$ cat src/rtl/gtss_pkg.sv
`timescale 1ns / 1ps
package gtss_pkg;
  localparam logic [7:0] BLK_IMAGE   = 8'h2c;
  localparam logic [7:0] BLK_EXT     = 8'h21;
  localparam logic [7:0] BLK_TRAILER = 8'h3b;
  localparam logic [7:0] TBL_PRESENT = 8'h80;
  localparam logic [7:0] TBL_CODE    = 8'h07;

  localparam logic [1:0] ST_OK       = 2'd0;
  localparam logic [1:0] ST_MISMATCH = 2'd1;
  localparam logic [1:0] ST_EARLY    = 2'd2;

  localparam logic CFG_ACROSS = 1'b0;
  localparam logic CFG_DOWN   = 1'b1;

  typedef struct packed {
    logic [7:0] data_byte;
    logic [1:0] status;
    logic       stream_done;
  } res_t;

  function automatic logic [9:0] table_len(input logic [7:0] packed_b);
    logic [9:0] l;
    l = 10'd3 << ({1'b0, packed_b[2:0]} + 4'd1);
    return packed_b[7] ? l : 10'd0;
  endfunction
endpackage

$ cat src/rtl/gtss_front.sv
`timescale 1ns / 1ps
module gtss_front #(
  parameter int GRID_LIMIT = 36
) (
  input  logic              clk,
  input  logic              rst_n,
  input  logic              cfg_we,
  input  logic [0:0]        cfg_index,
  input  logic [5:0]        cfg_data,
  input  logic              in_valid,
  output logic              in_stall,
  input  logic [7:0]        in_data_byte,
  input  logic              in_file_end,
  output logic              res_valid,
  output gtss_pkg::res_t    res,
  input  logic              q_full
);
  typedef enum logic [3:0] {
    PH_HEADER, PH_GCT, PH_BLOCK_ID, PH_DESC, PH_LCT, PH_LZW_MIN, PH_IMG_SIZE,
    PH_IMG_DATA, PH_EXT_LABEL, PH_EXT_SIZE, PH_EXT_DATA, PH_SKIP, PH_DONE
  } phase_t;

  localparam logic [5:0] LIMIT = 6'(GRID_LIMIT);

  phase_t      phase_r, phase_nxt;
  logic [3:0]  fc_r, fc_nxt;
  logic [9:0]  left_r, left_nxt;
  logic [5:0]  col_r, col_nxt, row_r, row_nxt;
  logic [15:0] mw_r, mw_nxt, mh_r, mh_nxt, tw_r, tw_nxt, th_r, th_nxt;
  logic [15:0] ox_r, ox_nxt, oy_r, oy_nxt;
  logic [2:0]  mcode_r, mcode_nxt;
  logic        carry_r, carry_nxt;
  logic [5:0]  across_r, down_r, eff_a, eff_d;
  logic        first, last, ok_end, fire, emit;
  gtss_pkg::res_t r;
  logic [21:0] prod;
  logic [8:0]  sum;
  logic [15:0] offx_p, offy_p;

  assign in_stall = q_full;
  assign fire = in_valid && !q_full;

  always_comb begin
    eff_a = (across_r == 6'd0) ? 6'd1 : ((across_r > LIMIT) ? LIMIT : across_r);
    eff_d = (down_r == 6'd0) ? 6'd1 : ((down_r > LIMIT) ? LIMIT : down_r);
  end
  assign first = (col_r == 6'd0) && (row_r == 6'd0);
  assign last = ({1'b0, col_r} + 7'd1 >= {1'b0, eff_a}) &&
                ({1'b0, row_r} + 7'd1 >= {1'b0, eff_d});

  always_comb begin
    phase_nxt = phase_r; fc_nxt = fc_r; left_nxt = left_r;
    col_nxt = col_r; row_nxt = row_r; mw_nxt = mw_r; mh_nxt = mh_r;
    tw_nxt = tw_r; th_nxt = th_r; ox_nxt = ox_r; oy_nxt = oy_r;
    mcode_nxt = mcode_r; carry_nxt = carry_r;
    ok_end = 1'b0; emit = 1'b0;
    r = '{data_byte: in_data_byte, status: gtss_pkg::ST_OK, stream_done: 1'b0};
    prod = '0; sum = '0;
    offx_p = '0; offy_p = '0;
    case (phase_r)
      PH_HEADER: begin
        emit = first;
        if (fc_r == 4'd6) begin
          tw_nxt = {8'd0, in_data_byte};
          prod = 22'(in_data_byte * eff_a);
          r.data_byte = prod[7:0];
        end else if (fc_r == 4'd7) begin
          tw_nxt = {in_data_byte, tw_r[7:0]};
          prod = 22'(tw_nxt * eff_a);
          r.data_byte = prod[15:8];
        end else if (fc_r == 4'd8) begin
          th_nxt = {8'd0, in_data_byte};
          prod = 22'(in_data_byte * eff_d);
          r.data_byte = prod[7:0];
        end else if (fc_r == 4'd9) begin
          th_nxt = {in_data_byte, th_r[7:0]};
          prod = 22'(th_nxt * eff_d);
          r.data_byte = prod[15:8];
        end else if (fc_r == 4'd10) begin
          left_nxt = gtss_pkg::table_len(in_data_byte);
          if (first) begin
            mw_nxt = tw_r; mh_nxt = th_r;
            mcode_nxt = in_data_byte[2:0];
          end
        end else if (fc_r == 4'd12) begin
          r.data_byte = 8'd0;
        end
        if (fc_r >= 4'd12) begin
          fc_nxt = 4'd0;
          phase_nxt = (left_nxt != 10'd0) ? PH_GCT : PH_BLOCK_ID;
        end else begin
          fc_nxt = fc_r + 4'd1;
        end
      end
      PH_GCT: begin
        emit = first;
        if (left_r <= 10'd1) begin
          left_nxt = '0; phase_nxt = PH_BLOCK_ID;
        end else begin
          left_nxt = left_r - 10'd1;
        end
      end
      PH_BLOCK_ID: begin
        if (in_data_byte == gtss_pkg::BLK_IMAGE) begin
          emit = 1'b1; fc_nxt = 4'd0; phase_nxt = PH_DESC;
        end else if (in_data_byte == gtss_pkg::BLK_EXT) begin
          emit = last; phase_nxt = PH_EXT_LABEL;
        end else if (in_data_byte == gtss_pkg::BLK_TRAILER) begin
          if (!last) begin
            ok_end = 1'b1;
            phase_nxt = PH_SKIP;
          end
        end
      end
      PH_DESC: begin
        emit = 1'b1;
        if (fc_r == 4'd0 || fc_r == 4'd2) begin
          sum = {1'b0, in_data_byte} + {1'b0, (fc_r == 4'd0) ? ox_r[7:0] : oy_r[7:0]};
          carry_nxt = sum[8];
          r.data_byte = sum[7:0];
        end else if (fc_r == 4'd1 || fc_r == 4'd3) begin
          sum = {1'b0, in_data_byte} + {1'b0, (fc_r == 4'd1) ? ox_r[15:8] : oy_r[15:8]}
                + {8'd0, carry_r};
          carry_nxt = 1'b0;
          r.data_byte = sum[7:0];
        end
        if (fc_r >= 4'd8) begin
          fc_nxt = 4'd0;
          left_nxt = gtss_pkg::table_len(in_data_byte);
          phase_nxt = (left_nxt != 10'd0) ? PH_LCT : PH_LZW_MIN;
        end else begin
          fc_nxt = fc_r + 4'd1;
        end
      end
      PH_LCT: begin
        emit = 1'b1;
        if (left_r <= 10'd1) begin
          left_nxt = '0; phase_nxt = PH_LZW_MIN;
        end else begin
          left_nxt = left_r - 10'd1;
        end
      end
      PH_LZW_MIN: begin
        emit = 1'b1; phase_nxt = PH_IMG_SIZE;
      end
      PH_IMG_SIZE: begin
        emit = 1'b1;
        if (in_data_byte == 8'd0) begin
          phase_nxt = PH_BLOCK_ID;
        end else begin
          left_nxt = {2'd0, in_data_byte}; phase_nxt = PH_IMG_DATA;
        end
      end
      PH_IMG_DATA: begin
        emit = 1'b1;
        if (left_r <= 10'd1) begin
          left_nxt = '0; phase_nxt = PH_IMG_SIZE;
        end else begin
          left_nxt = left_r - 10'd1;
        end
      end
      PH_EXT_LABEL: begin
        emit = last; phase_nxt = PH_EXT_SIZE;
      end
      PH_EXT_SIZE: begin
        emit = last;
        if (in_data_byte == 8'd0) begin
          phase_nxt = PH_BLOCK_ID;
        end else begin
          left_nxt = {2'd0, in_data_byte}; phase_nxt = PH_EXT_DATA;
        end
      end
      PH_EXT_DATA: begin
        emit = last;
        if (left_r <= 10'd1) begin
          left_nxt = '0; phase_nxt = PH_EXT_SIZE;
        end else begin
          left_nxt = left_r - 10'd1;
        end
      end
      PH_SKIP: ok_end = 1'b1;
      default: ;
    endcase

    // tile header disagrees with the first tile
    if (phase_r == PH_HEADER && fc_r == 4'd10 && !first &&
        (tw_r != mw_r || th_r != mh_r || in_data_byte[2:0] != mcode_r)) begin
      emit = 1'b1;
      r = '{data_byte: gtss_pkg::BLK_TRAILER, status: gtss_pkg::ST_MISMATCH,
            stream_done: 1'b1};
      phase_nxt = PH_DONE;
    end else if (phase_r == PH_BLOCK_ID && in_data_byte == gtss_pkg::BLK_TRAILER && last) begin
      emit = 1'b1;
      r = '{data_byte: gtss_pkg::BLK_TRAILER, status: gtss_pkg::ST_OK, stream_done: 1'b1};
      phase_nxt = PH_DONE;
    end else if (phase_r != PH_DONE && in_file_end && !ok_end) begin
      emit = 1'b1;
      r = '{data_byte: gtss_pkg::BLK_TRAILER, status: gtss_pkg::ST_EARLY, stream_done: 1'b1};
      phase_nxt = PH_DONE;
    end else if (ok_end && in_file_end) begin
      // advance to the next tile
      if ({1'b0, col_r} + 7'd1 >= {1'b0, eff_a}) begin
        col_nxt = '0; row_nxt = row_r + 6'd1;
      end else begin
        col_nxt = col_r + 6'd1;
      end
      offx_p = 16'(col_nxt * mw_r);
      offy_p = 16'(row_nxt * mh_r);
      ox_nxt = offx_p; oy_nxt = offy_p;
      carry_nxt = 1'b0; fc_nxt = '0; left_nxt = '0; phase_nxt = PH_HEADER;
    end
  end

  always_ff @(posedge clk) begin
    if (!rst_n) begin
      phase_r <= PH_HEADER; fc_r <= '0; left_r <= '0; col_r <= '0; row_r <= '0;
      mw_r <= '0; mh_r <= '0; tw_r <= '0; th_r <= '0; ox_r <= '0; oy_r <= '0;
      mcode_r <= '0; carry_r <= 1'b0; across_r <= 6'd1; down_r <= 6'd1;
      res_valid <= 1'b0;
    end else begin
      if (cfg_we) begin
        if (cfg_index == gtss_pkg::CFG_ACROSS) across_r <= cfg_data;
        else down_r <= cfg_data;
      end
      res_valid <= fire && emit;
      if (fire) begin
        phase_r <= phase_nxt; fc_r <= fc_nxt; left_r <= left_nxt;
        col_r <= col_nxt; row_r <= row_nxt; mw_r <= mw_nxt; mh_r <= mh_nxt;
        tw_r <= tw_nxt; th_r <= th_nxt; ox_r <= ox_nxt; oy_r <= oy_nxt;
        mcode_r <= mcode_nxt; carry_r <= carry_nxt;
      end
    end
  end

  always_ff @(posedge clk) begin
    if (fire) res <= r;
  end

  assert property (@(posedge clk) disable iff (!rst_n)
    (phase_r == PH_DONE) |=> (phase_r == PH_DONE)) else $error("left done state");
  assert property (@(posedge clk) disable iff (!rst_n)
    res_valid && res.stream_done |-> (phase_r == PH_DONE)) else $error("done without stop");
  assert property (@(posedge clk) disable iff (!rst_n)
    (phase_r == PH_DESC) |-> (fc_r <= 4'd8)) else $error("descriptor index overrun");
endmodule

$ cat src/rtl/gtss_queue.sv
`timescale 1ns / 1ps
module gtss_queue (
  input  logic           clk,
  input  logic           rst_n,
  input  logic           wr_valid,
  input  gtss_pkg::res_t wr_data,
  output logic           almost_full,
  output logic           rd_valid,
  output gtss_pkg::res_t rd_data,
  input  logic           rd_stall
);
  gtss_pkg::res_t mem_r [4];
  logic [1:0] wp_r, rp_r;
  logic [2:0] cnt_r;
  logic       rd;

  // one slot of headroom for the request already in the front register
  assign almost_full = (cnt_r + {2'd0, wr_valid}) >= 3'd3;
  assign rd_valid = cnt_r != 3'd0;
  assign rd_data = mem_r[rp_r];
  assign rd = rd_valid && !rd_stall;

  always_ff @(posedge clk) begin
    if (!rst_n) begin
      wp_r <= '0; rp_r <= '0; cnt_r <= '0;
    end else begin
      if (wr_valid) wp_r <= wp_r + 2'd1;
      if (rd) rp_r <= rp_r + 2'd1;
      cnt_r <= cnt_r + {2'd0, wr_valid} - {2'd0, rd};
    end
  end

  always_ff @(posedge clk) begin
    if (wr_valid) mem_r[wp_r] <= wr_data;
  end

  assert property (@(posedge clk) disable iff (!rst_n)
    wr_valid |-> cnt_r < 3'd4) else $error("queue overflow");
  assert property (@(posedge clk) disable iff (!rst_n)
    cnt_r <= 3'd4) else $error("queue count out of range");
  assert property (@(posedge clk) disable iff (!rst_n)
    !wr_valid && !rd |=> $stable(cnt_r)) else $error("count drift");
endmodule

$ cat src/rtl/gif_tile_stream_stitcher_unit.sv
`timescale 1ns / 1ps
// Merges the GIF files of a tile grid, fed byte by byte in row-major order,
// into one GIF stream. One input byte is taken per cycle; each gives at most
// one output byte, registered and then queued. A parse front end classifies
// the bytes; a four-entry queue decouples it from the output stall, so input
// is accepted every cycle unless three queue entries are taken or pending.
module gif_tile_stream_stitcher_unit #(
  parameter int GRID_LIMIT = 36
) (
  input  logic       clk,
  input  logic       rst_n,
  input  logic       cfg_we,
  input  logic [0:0] cfg_index,
  input  logic [5:0] cfg_data,
  input  logic       in_valid,
  output logic       in_stall,
  input  logic [7:0] in_data_byte,
  input  logic       in_file_end,
  output logic       out_valid,
  input  logic       out_stall,
  output logic [7:0] out_out_byte,
  output logic [1:0] out_status,
  output logic       out_stream_done
);
  logic           res_valid, q_full;
  gtss_pkg::res_t res, q_data;

  gtss_front #(.GRID_LIMIT(GRID_LIMIT)) u_front (
    .clk, .rst_n, .cfg_we, .cfg_index, .cfg_data, .in_valid, .in_stall,
    .in_data_byte, .in_file_end, .res_valid, .res, .q_full
  );

  gtss_queue u_queue (
    .clk, .rst_n, .wr_valid(res_valid), .wr_data(res), .almost_full(q_full),
    .rd_valid(out_valid), .rd_data(q_data), .rd_stall(out_stall)
  );

  assign out_out_byte = q_data.data_byte;
  assign out_status = q_data.status;
  assign out_stream_done = q_data.stream_done;
endmodule

$ cat config.mk
export PLATFORM = sky130hd
export DESIGN_NAME = gif_tile_stream_stitcher_unit
export DESIGN_NICKNAME = d
export VERILOG_FILES = /design/src/rtl/gtss_pkg.sv /design/src/rtl/gtss_front.sv /design/src/rtl/gtss_queue.sv /design/src/rtl/gif_tile_stream_stitcher_unit.sv
export SDC_FILE = /design/constraint.sdc
export NUM_CORES = 1
export LEC_CHECK = 0
export ABC_AREA = 1
export BUFFER_PORTS_ARGS = -buffer_cell sky130_fd_sc_hd__buf_2
export CORE_MARGIN = 2
export CORE_UTILIZATION = 55
export DETAILED_ROUTE_END_ITERATION = 16
export GPL_ROUTABILITY_DRIVEN = 0
export PLACE_DENSITY = 0.71
export RECOVER_POWER = 50
export SKIP_LAST_GASP = 1
export SLEW_MARGIN = 10
export SYNTH_ARGS = -nofsm -noshare
export SYNTH_HDL_FRONTEND = slang
export SYNTH_SLANG_ARGS = --single-unit
$ cat constraint.sdc
create_clock -name clk -period 18.7 [get_ports clk]
set_input_delay 1.87 -clock clk [delete_from_list [all_inputs] [get_ports clk]]
set_output_delay 1.87 -clock clk [all_outputs]
set_load 0.02 [all_outputs]
* Word-level counts from Yosys, hierarchy flattened
Memory sizes are Yosys's and may differ from the RTL's. A register that Yosys moved wholly into a read port is not among the register bits. Index checks and enable logic that the tools add are counted. W data, S select, Z words.
Word-level totals: RAM bits 44, logic and storage cells 243, flip-flop bits (word level) 161, memories 1, output and inout bits 13
Memory list:
- u_queue.mem_r | depth 4, width 11, read ports 1, clocked after memory_dff 1, wr ports 1, RTL line gtss_queue.sv:12 | gtss_pkg::res_t mem_r [4];
Cells by class: shift operators 1, magnitude comparators 8, multipliers 6, muxes and demuxes 95, reductions and logical operators 50, bitwise logic cells 8, add/subtract/negate cells 14, equal/unequal tests 35
Operators with widths (count):
- $mux W10 | 14
- $mux W4 | 22
- $mux W6 | 14
- $mux W8 | 10
- $mux W16 | 4
- $pmux W4 S11 | 1
- $pmux W10 S4 | 1
- $eq A4 B4 Y1 const B | 8
- $mul A16 B6 Y16 | 2
- $mul A6 B16 Y16 | 2
- $ne A16 B16 Y1 | 2
- $ne A6 B1 Y1 const B | 5
- $eq A4 B3 Y1 const B | 6
- $eq A8 B6 Y1 const B | 3
- $logic_not A6 Y1 | 4
- $reduce_bool A10 Y1 | 2
- $mux W1 | 19
- $eq A4 B2 Y1 const B | 4
- $mul A8 B6 Y8 | 2
- $pmux W8 S2 | 1
- $reduce_and A5 Y1 | 3
- $reduce_bool A15 Y1 | 1
- $add A6 B1 Y7 const B | 2
- $ge A7 B6 Y1 | 2
- other kinds (42) | 83

* Depth between registers and ports, before layout
Gate-level depths: netlist (run 1).
depth after elaboration 17, depth in mapped cells 40, depth with buffers taken out 38

* Cells and area by module
Synthesis (run 1) repeated with hierarchy kept, for this count alone.
Unflattened totals: cell total of the unflattened synthesis 2844, area, all modules 20794.9 um2
Modules (own cells, without submodules):
- gtss_front | cells each 2676, area an instance 18667.9 um2, instances 1
- gtss_queue | cells each 168, area an instance 2127.0 um2, instances 1

* Worst setup path after synthesis (run 1)
Ideal clock, no wire load.
path type register to register, start register u_front.col_r[0], end register u_front.oy_r[15], required time 18591 ps, slack 12655 ps, clock period less this slack 6045 ps, data arrival time 5936 ps, path buffers 2, cell stages (with the launch flop) 37, setup time 109 ps, cell sequence dfxtp_1 ha_1 nand2_2 o21ai_0 inv_1 ha_1 a21oi_1 o211ai_1 inv_1 nand3_4 buf_12 xor2_4 inv_1 clkbuf_1 nor2_1 fa_1 fa_1 inv_1 fa_1 inv_1 ha_1 a21oi_1 and2_1 inv_1 a21oi_1 o21ai_0 nand2_1 nand2_1 a21o_1 a21oi_1 nand2_1 nand2_1 inv_1 nand3_1 nand3_1 nand2_1 inv_1
On the way: longest elaborated chain between the ends 12
RTL lines:
- start: declaration | RTL line gtss_front.sv:28 | logic [5:0] col_r, col_nxt, row_r, row_nxt;
- start signal: assignment | RTL line gtss_front.sv:228 | col_r <= col_nxt; row_r <= row_nxt; mw_r <= mw_nxt; mh_r <= mh_nxt;
- parallel branches: the longest is 12 deep, another holds $mul A6 B16 Y16
- end signal: assignment | RTL line gtss_front.sv:229 | tw_r <= tw_nxt; th_r <= th_nxt; ox_r <= ox_nxt; oy_r <= oy_nxt;
- end: declaration | RTL line gtss_front.sv:30 | logic [15:0] ox_r, ox_nxt, oy_r, oy_nxt;
Parallel ways; which one is timed is not known. The select of a mux whose other input is x is not followed. A chain may end at the register's enable or synchronous reset.

* Worst setup path after layout (run 1)
Ends and elaborated chain as after synthesis.

==> results by group, run 1 <==
Clocking
  – Clk Latency, worst-skew pair: 0.54 ns
  – Clock buffer depth: 3
  – CTS clock-pin slew for the worst setup and hold paths: ~0.06 ns
  – CTS tree: built
  – Cts hold-fix bufs: 0
  – Root buf cell: clkbuf_16
  – Num CTS Buffers: 25
  – Number of setup buffers added after CTS: 0
  – H-tree levels: 1
  – Resized Gates After CTS: 0
  – Clk sinks: about 210

Detailed routing
  – WL met3: about 5000 um
  – Overall routed net length: approximately 58,000 um
  – Post-DRT Antenna Nets: 0
  – Routed vias/inst: around 5.7
  – DRT Pass-1 Iters: 8
  – DR WL met2: between 20,000 and 30,000 um
  – WL met1: 24,300 um
  – Vias: around 19,000
  – Initial DRC Count: 1,643
  – Top layer in use: met4
  – Mean routed wirelength per cell: roughly 18 um
  – DRC viols: 0

Pwr
  – Total Power: 1.70 mW
  – Leakage power: between 10 and 15 nW
  – Cell Pwr Density: ~78 nW/um^2
  – Worst vdd ir: between 0.05 and 0.06 mV

Place
  – Worst slack, placed: ~12 ns
  – Final HPWL DP: about 44,000 um
  – I/O Buffers: 33

Worst setup path
  – Crit path arrival time: roughly 7.5 ns
  – WS Path Type: flop to flop
  – CP required: ~19 ns
  – CP max stage cell: o21ai_1
  – Most frequent CP cell: inv_1
  – Worst Setup Start Kind: flop
  – Maximum fanout along the worst path: 16
  – CP Capture Type: flop
  – CP peak stage delay: a little under 0.9 ns

STA
  – Final WS setup: approximately 12 ns
  – Max Slew Vio Count: 153
  – Setup tns final: 0 ns
  – Final Hold Fails: 0
  – Final Setup Violations: 0
  – Post-layout minimum cycle time: around 7.0 ns
  – Rel. slew slack: -79.6%
  – Tightest Pin Transition: between 2 and 3 ns
  – RSZ-0062 raised after global routing: no
  – Tcrit/Tclk final: 37.6%
  – Maximum clock rate: ~140 MHz
  – Skew final: around 0.020 ns
  – Worst hold slack: between 0.4 and 0.5 ns

Yosys
  – Post-synth top cells: 538 x inv_1, 447 x nand2_1, 371 x nor2_1
  – Most common cell in the netlist: inv_1
  – Syn_area_per_cell: 7.37 um^2
  – Post-synth ARST share: 0%
  – Seq/Total Area, Yosys: 22.8%
  – Post-synth EDFFs: 55
  – Synth Instances: between 2,000 and 3,000
  – Post-synthesis register bit count: around 210
  – Cell taking the most area after synthesis: fa_1
  – Top FF cell, synth: dfxtp_1
  – Largest cells by area after synthesis: fa_1 19%, dfxtp_1 15%, inv_1 9.8%
  – Mapped Area: around 21,000 um^2
  – Distinct cells, synth: 66
  – Top cell type's share of synthesized area: 18.6%
  – Post-Synthesis Net Count: between 3,000 and 4,000
  – Yosys warns: 0

Hold path
  – Hold WC Path Type: flop to flop

Finish
  – Fillers: approximately 3,300
  – Share of layout cells above drive strength 1: 4.47%
  – Final Util: about 60%
  – # diodes: 0
  – Area Growth Syn to Fin: 6.49%
  – Final nets: between 3,000 and 4,000

Die
  – # IOs: 34
  – FP Rows: 70
  – Die area: 39,000 um^2
  – Die Y: 197 um
  – Core Area: 36,700 um^2
  – Initial core utilization: 56.1%
  – Die width: 197 um

Global routing
  – Total track usage: around 30%
  – First-pass GRT wire length: between 90,000 and 100,000 um
  – Initial antenna violation count: 0
  – Vias in the first global route: 18,000
  – Largest net degree at the start of global routing: slightly above 70
  – Grt total ovfl: 0

Outcome
  – Failing checks: max-capacitance violations, max-slew violations
  – Outcome: finished, violations left

Run
  – Max cap viols: 3
routing by layer:
layer	GRT usage, %	vias to the layer above
li1	-	8834
met1	40.9	8750
met2	50.3	823
met3	4.13	132
met4	9.33	0
met5	0	-
layout make-up:
| cell class | count | area (um^2) | share of cell area, % |
|---|---|---|---|
| Multi-Input combinational cell | 1955 | 13500 | 61.4 |
| Sequential cell | 207 | 4690 | 21.4 |
| Inverter | 552 | 2070 | 9.45 |
| Clock buffer | 27 | 664 | 3.03 |
| Tap cell | 468 | 586 | 2.67 |
| Clock inverter | 16 | 240 | 1.10 |
| Timing Repair Buffer | 40 | 205 | 0.936 |
per-stage QoR:
step           cells  instance area, um^2
2_1_floorplan   2794                20600
3_3_place_gp    3222                21000
3_5_place_dp    3222                21000
4_1_cts         3265                21900
5_1_grt         3265                21900
6_report        3265                21900
path summary, 6_finish.rpt:
path | startpoint | endpoint | slack (ns) | cells after the start
worst max register to register | u_front.col_r[0]$_SDFFE_PN0P_ | u_front.oy_r[15]$_SDFFE_PN0P_ | 11.67 | 33
worst min-delay path | u_front.ox_r[2]$_SDFFE_PN0P_ | u_front.ox_r[2]$_SDFFE_PN0P_ | 0.45 | 2
worst min register to register | u_front.ox_r[2]$_SDFFE_PN0P_ | u_front.ox_r[2]$_SDFFE_PN0P_ | 0.45 | 2
worst max-delay path | u_front.col_r[0]$_SDFFE_PN0P_ | u_front.oy_r[15]$_SDFFE_PN0P_ | 11.67 | 33
worst max-delay path, delay by kind of cell, from the launching register on:
| family | cells | cell delay, ns |
|---|---|---|
| AO/OA/AOI/OAI | 9 | 2.35 |
| adder cells (fa/ha/maj) | 6 | 2.45 |
| buffers and inverters | 7 | 0.50 |
| flip-flops | 1 | 0.46 |
| AND/OR/NAND/NOR | 11 | 1.16 |
cell families after synthesis:
family / count (synthesis) / share of synthesized area, %
buffers and inverters: 632 / 11.8
XOR/XNOR: 81 / 3.54
flip-flops: 207 / 22.8
multiplexers: 3 / 0.158
adder cells (fa/ha/maj): 326 / 26.8
AO/OA/AOI/OAI: 550 / 14.8
AND/OR/NAND/NOR: 995 / 20.0
state kept, by name, summed over array words and instances (netlist names), named ones only:
register,flops
u_queue.mem_r,44
u_front.mh_r,16
u_front.mw_r,16
u_front.ox_r,16
u_front.oy_r,16
u_front.th_r,16
u_front.tw_r,16
u_front.res,11
u_front.left_r,10
u_front.across_r,6
u_front.col_r,6
u_front.down_r,6
u_front.row_r,6
u_front.fc_r,4
u_front.phase_r,4
u_front.mcode_r,3
u_queue.cnt_r,3
u_queue.rp_r,2
u_queue.wp_r,2
u_front.carry_r,1
u_front.res_valid,1
cell usage in the layout (no fill, tap or decap), types with 6 or more instances in the layout:
master and n:
nor4_1 13, a21oi_1 221, ha_1 135, o22ai_1 21, a221oi_1 8, o21ai_1 25, fa_1 191, clkbuf_16 26
edfxtp_1 55, nor2_1 371, a22oi_1 12, nor3_1 12, o221ai_1 6, dfxtp_1 152, nand3b_1 8, nand2_2 10
xnor2_1 30, clkinv_1 8, inv_2 6, inv_1 538, buf_2 32, nand2_1 447, o32ai_1 6, xor2_1 50
o21ai_0 196, a211oi_1 12, nand3_1 85, nand4_1 20, a31oi_1 7
power by group:
group	switching, mW	internal (mW)	leakage (nW)	total (mW)
registers	0.0379	0.515	1.73	0.553
clock network	0.208	0.328	0.439	0.536
logic	0.423	0.188	8.17	0.611
total	0.669	1.03	10.3	1.70
Power figures use the tool's default switching activity.
==> run 2: changes to the inputs <==
--- a/config.mk
+++ b/config.mk
@@ -11,7 +11,7 @@
 export CORE_UTILIZATION = 55
 export DETAILED_ROUTE_END_ITERATION = 16
 export GPL_ROUTABILITY_DRIVEN = 0
-export PLACE_DENSITY = 0.71
+export PLACE_DENSITY = 0.74
 export RECOVER_POWER = 50
 export SKIP_LAST_GASP = 1
 export SLEW_MARGIN = 10
==> constraint.sdc (replaced) <==
create_clock -name clk -period 6.4 [get_ports clk]
set_input_delay 0.64 -clock clk [delete_from_list [all_inputs] [get_ports clk]]
set_output_delay 0.64 -clock clk [all_outputs]
set_load 0.02 [all_outputs]
==> run 2 against run 1 <==
  * First-iteration DRC count up 16%
  * Combinational power rose to 3.0 times the previous value
  * Power rose to 2.9 times the previous value
  * Critical endpoint unchanged
  * Count of clock-buffer cells in the layout up 1
  * Clock skew up 0.0091 ns
  * Via count up 2.6%
  * The run still ends with max-capacitance violations, max-slew violations left
  * Final area up 1.4%
==> results by group, run 2 (synthesized netlist as in run 1, its figures left out) <==
Pwr
  – Sequential share of power: 32.5% (about the same)
  – Switch Pwr: 1.96 mW (was 0.669 mW)
  – Pint: 3.00 mW (was 1.03 mW)
  – Cell Pwr Density: 223 nW/um^2 (was 77.6 nW/um^2)
  – Worst vdd ir: 0.141 mV (was 0.0568 mV)
  – Leakage power: 10.5 nW (was 10.3 nW)
  – Combinational power share: 36.9% (was 35.9%)
  – Sw Ratio: 39.5% (was 39.3%)
  – Clk pwr share: 30.5% (was 31.5%)

Place
  – Placed cell count: 3,246 (was 3,222)
  – Final HPWL DP: 45,400 um (was 44,500 um)
  – I/O Buffers: 33 (unchanged)
  – Area of placed instances: 21,200 um^2 (was 21,000 um^2)
  – Worst slack, placed: -0.0413 ns (was 11.74 ns)

Worst setup path
  – WS Path Type: flop to flop (unchanged)
  – Most frequent CP cell: nand2_1 (was inv_1)
  – CP peak stage delay: 0.51 ns (was 0.88 ns)
  – Worst Setup Start Kind: flop (unchanged)
  – CP max stage cell: fa_1 (was o21ai_1)
  – Crit path arrival time: 6.44 ns (was 7.45 ns)
  – CP Capture Type: flop (unchanged)
  – Maximum fanout along the worst path: 11 (was 16)
  – Worst r2r src: u_front.across_r[0]$_SDFFE_PN1P_ (was u_front.col_r[0]$_SDFFE_PN0P_)
  – CP Launch Point: u_front.across_r[0]$_SDFFE_PN1P_ (was u_front.col_r[0]$_SDFFE_PN0P_)
  – CP required: 6.83 ns (was 19.12 ns)

Finish
  – Final nets: 3,163 (was 3,128)
  – Post-route insts no fill: 3,303 (was 3,265)
  – Commonest cells after routing, fill and taps aside: 536 x inv_1, 447 x nand2_1, 368 x nor2_1 (was 538 x inv_1, 447 x nand2_1, 371 x nor2_1)
  – Area Growth Syn to Fin: 7.99% (was 6.49%)
  – Final Util: 60.6% (was 59.7%)
  – Top reg by flops: u_queue.mem_r (unchanged)
  – # diodes: 0 (unchanged)
  – Share of layout cells above drive strength 1: 6.03% (was 4.47%)
  – Post-layout instance area: 22,200 um^2 (was 21,900 um^2)
  – Commonest non-fill, non-tap cell in the layout: inv_1 (unchanged)
  – Flip-flop count of the largest register after layout: 44 (unchanged)

Clocking
  – Num CTS Buffers: 25 (unchanged)
  – Root buf cell: clkbuf_16 (unchanged)
  – H-tree levels: 1 (unchanged)
  – CTS clock-pin slew for the worst setup and hold paths: 0.06 ns (about the same)
  – Clk sinks: 207 (unchanged)
  – Clk Latency, worst-skew pair: 0.55 ns (was 0.54 ns)
  – Clock buffer depth: 3 (unchanged)
  – CTS tree: built (unchanged)

Die
  – FP Rows: 70 (unchanged)
  – Die width: 197 um (unchanged)
  – Die area: 39,000 um^2 (unchanged)
  – # IOs: 34 (unchanged)
  – Initial core utilization: 56.1% (unchanged)
  – Die Y: 197 um (unchanged)
  – Core Area: 36,700 um^2 (unchanged)

Detailed routing
  – Initial DRC Count: 1,908 (was 1,643)
  – Overall routed net length: 58,600 um (was 57,800 um)
  – Vias: 19,000 (was 18,500)
  – Routed vias/inst: 5.76 (was 5.68)
  – Mean routed wirelength per cell: 17.7 um (about the same)
  – DRC viols: 0 (unchanged)
  – DRT Pass-1 Iters: 6 (was 8)
  – Post-DRT Antenna Nets: 0 (unchanged)

Global routing
  – Vias in the first global route: 18,400 (was 18,000)
  – Largest net degree at the start of global routing: 71 (unchanged)
  – Initial antenna violation count: 0 (unchanged)
  – First-pass GRT wire length: 94,300 um (was 93,600 um)
  – Total track usage: 30.5% (was 30.2%)
  – Grt total ovfl: 0 (unchanged)

STA
  – Tcrit/Tclk final: 93.9% (was 37.6%)
  – Post-layout minimum cycle time: 6.01 ns (was 7.03 ns)
  – Rel. slew slack: -79.6% (about the same)
  – Worst hold slack: 0.402 ns (was 0.455 ns)
  – Final Setup Violations: 0 (unchanged)
  – Max Slew Vio Count: 82 (was 153)
  – Maximum clock rate: 166 MHz (was 142 MHz)
  – Final Hold Fails: 0 (unchanged)
  – Tightest Pin Transition: 2.69 ns (about the same)
  – Final WS setup: 0.390 ns (was 11.67 ns)
  – Skew final: 0.0295 ns (was 0.0203 ns)
  – RSZ-0062 raised after global routing: yes (was no)

Hold path
  – Hold path startpoint: cfg_data[0] (was u_front.ox_r[2]$_SDFFE_PN0P_)
  – Hold WC Path Type: input port to flop (was flop to flop)

Run
  – Max cap viols: 2 (was 3)

Outcome
  – Outcome: finished, violations left (unchanged)
  – Failing checks: max-capacitance violations, max-slew violations (unchanged)
==> run 2: changes by cell type in the layout (fill, tap and decap cells not counted), sizes merged <==
cell      change
inv           +2
bufinv        -1
clkbuf        +3
buf          +33
clkinvlp      +3
clkinv        -2
==> run 2: metal layers <==
layer | vias to the layer above | part of all wire [%] | track usage [%]
met5 | - | 0 | 0
met4 | 0 | 5.6 | 14.7
met3 | 204 | 9.9 | 5.21
met2 | 966 | 44 | 48.1
met1 | 8947 | 40 | 40.8
li1 | 8908 | - | -
==> run 2: final timing paths <==
check                           slack [ns]                        endpoint  depth (start not counted)
worst max-delay path                  0.39   u_front.oy_r[15]$_SDFFE_PN0P_                         36
worst min-delay path                  0.40  u_front.down_r[0]$_SDFFE_PN1P_                          3
worst max register to register        0.39   u_front.oy_r[15]$_SDFFE_PN0P_                         36
worst min register to register        0.45    u_front.ox_r[4]$_SDFFE_PN0P_                          2
==> run 2: power groups by stage <==
| stage | Sequential [mW] | Clock, mW | Combinational [mW] |
|---|---|---|---|
| 4_1_cts | 1.61 | 1.53 | 1.76 |
| 3_3_place_gp | 1.63 | 0 | 1.71 |
| 2_1_floorplan | 1.59 | 0 | 1.30 |
| 5_1_grt | 1.63 | 1.58 | 2.04 |
| 3_5_place_dp | 1.64 | 0 | 1.75 |
| 6_report | 1.61 | 1.51 | 1.83 |
==> run 2: layout make-up <==
| cell class | count | area, um^2 |
|---|---|---|
| flip-flops and latches | 207 | 4700 |
| inverters | 552 | 2080 |
| clock buffers | 28 | 647 |
| repair buffers | 75 | 483 |
| well taps | 468 | 586 |
| multi-input cells | 1955 | 13500 |
| clock inverters | 18 | 235 |
| fillers | 3296 | 14500 |
==> run 2: repair_timing <==
item,CTS,global route
resized for setup,3,19
endpoints found under the setup margin,1,7
buffers inserted,0,11
cloned,0,0
pin swaps,0,2
hold buffers,0,0
==> run 2: stage by stage <==
stage          TNS [ns]  power (mW)
3_5_place_dp    -0.0413        3.39
6_report              0        4.96
2_1_floorplan         0        2.89
5_1_grt         -0.0385        5.25
4_1_cts               0        4.91
3_3_place_gp          0        3.34
==> run 2: worst max-delay path, delay by kind of cell (launching register included) <==
kind / cells / cell delay (ns)
DFF: 1 / 0.34
and+or+nand+nor: 16 / 1.55
adders and majority gates: 5 / 2.06
buffers and inverters: 8 / 0.72
AOI/OAI and AO/OA: 7 / 1.22
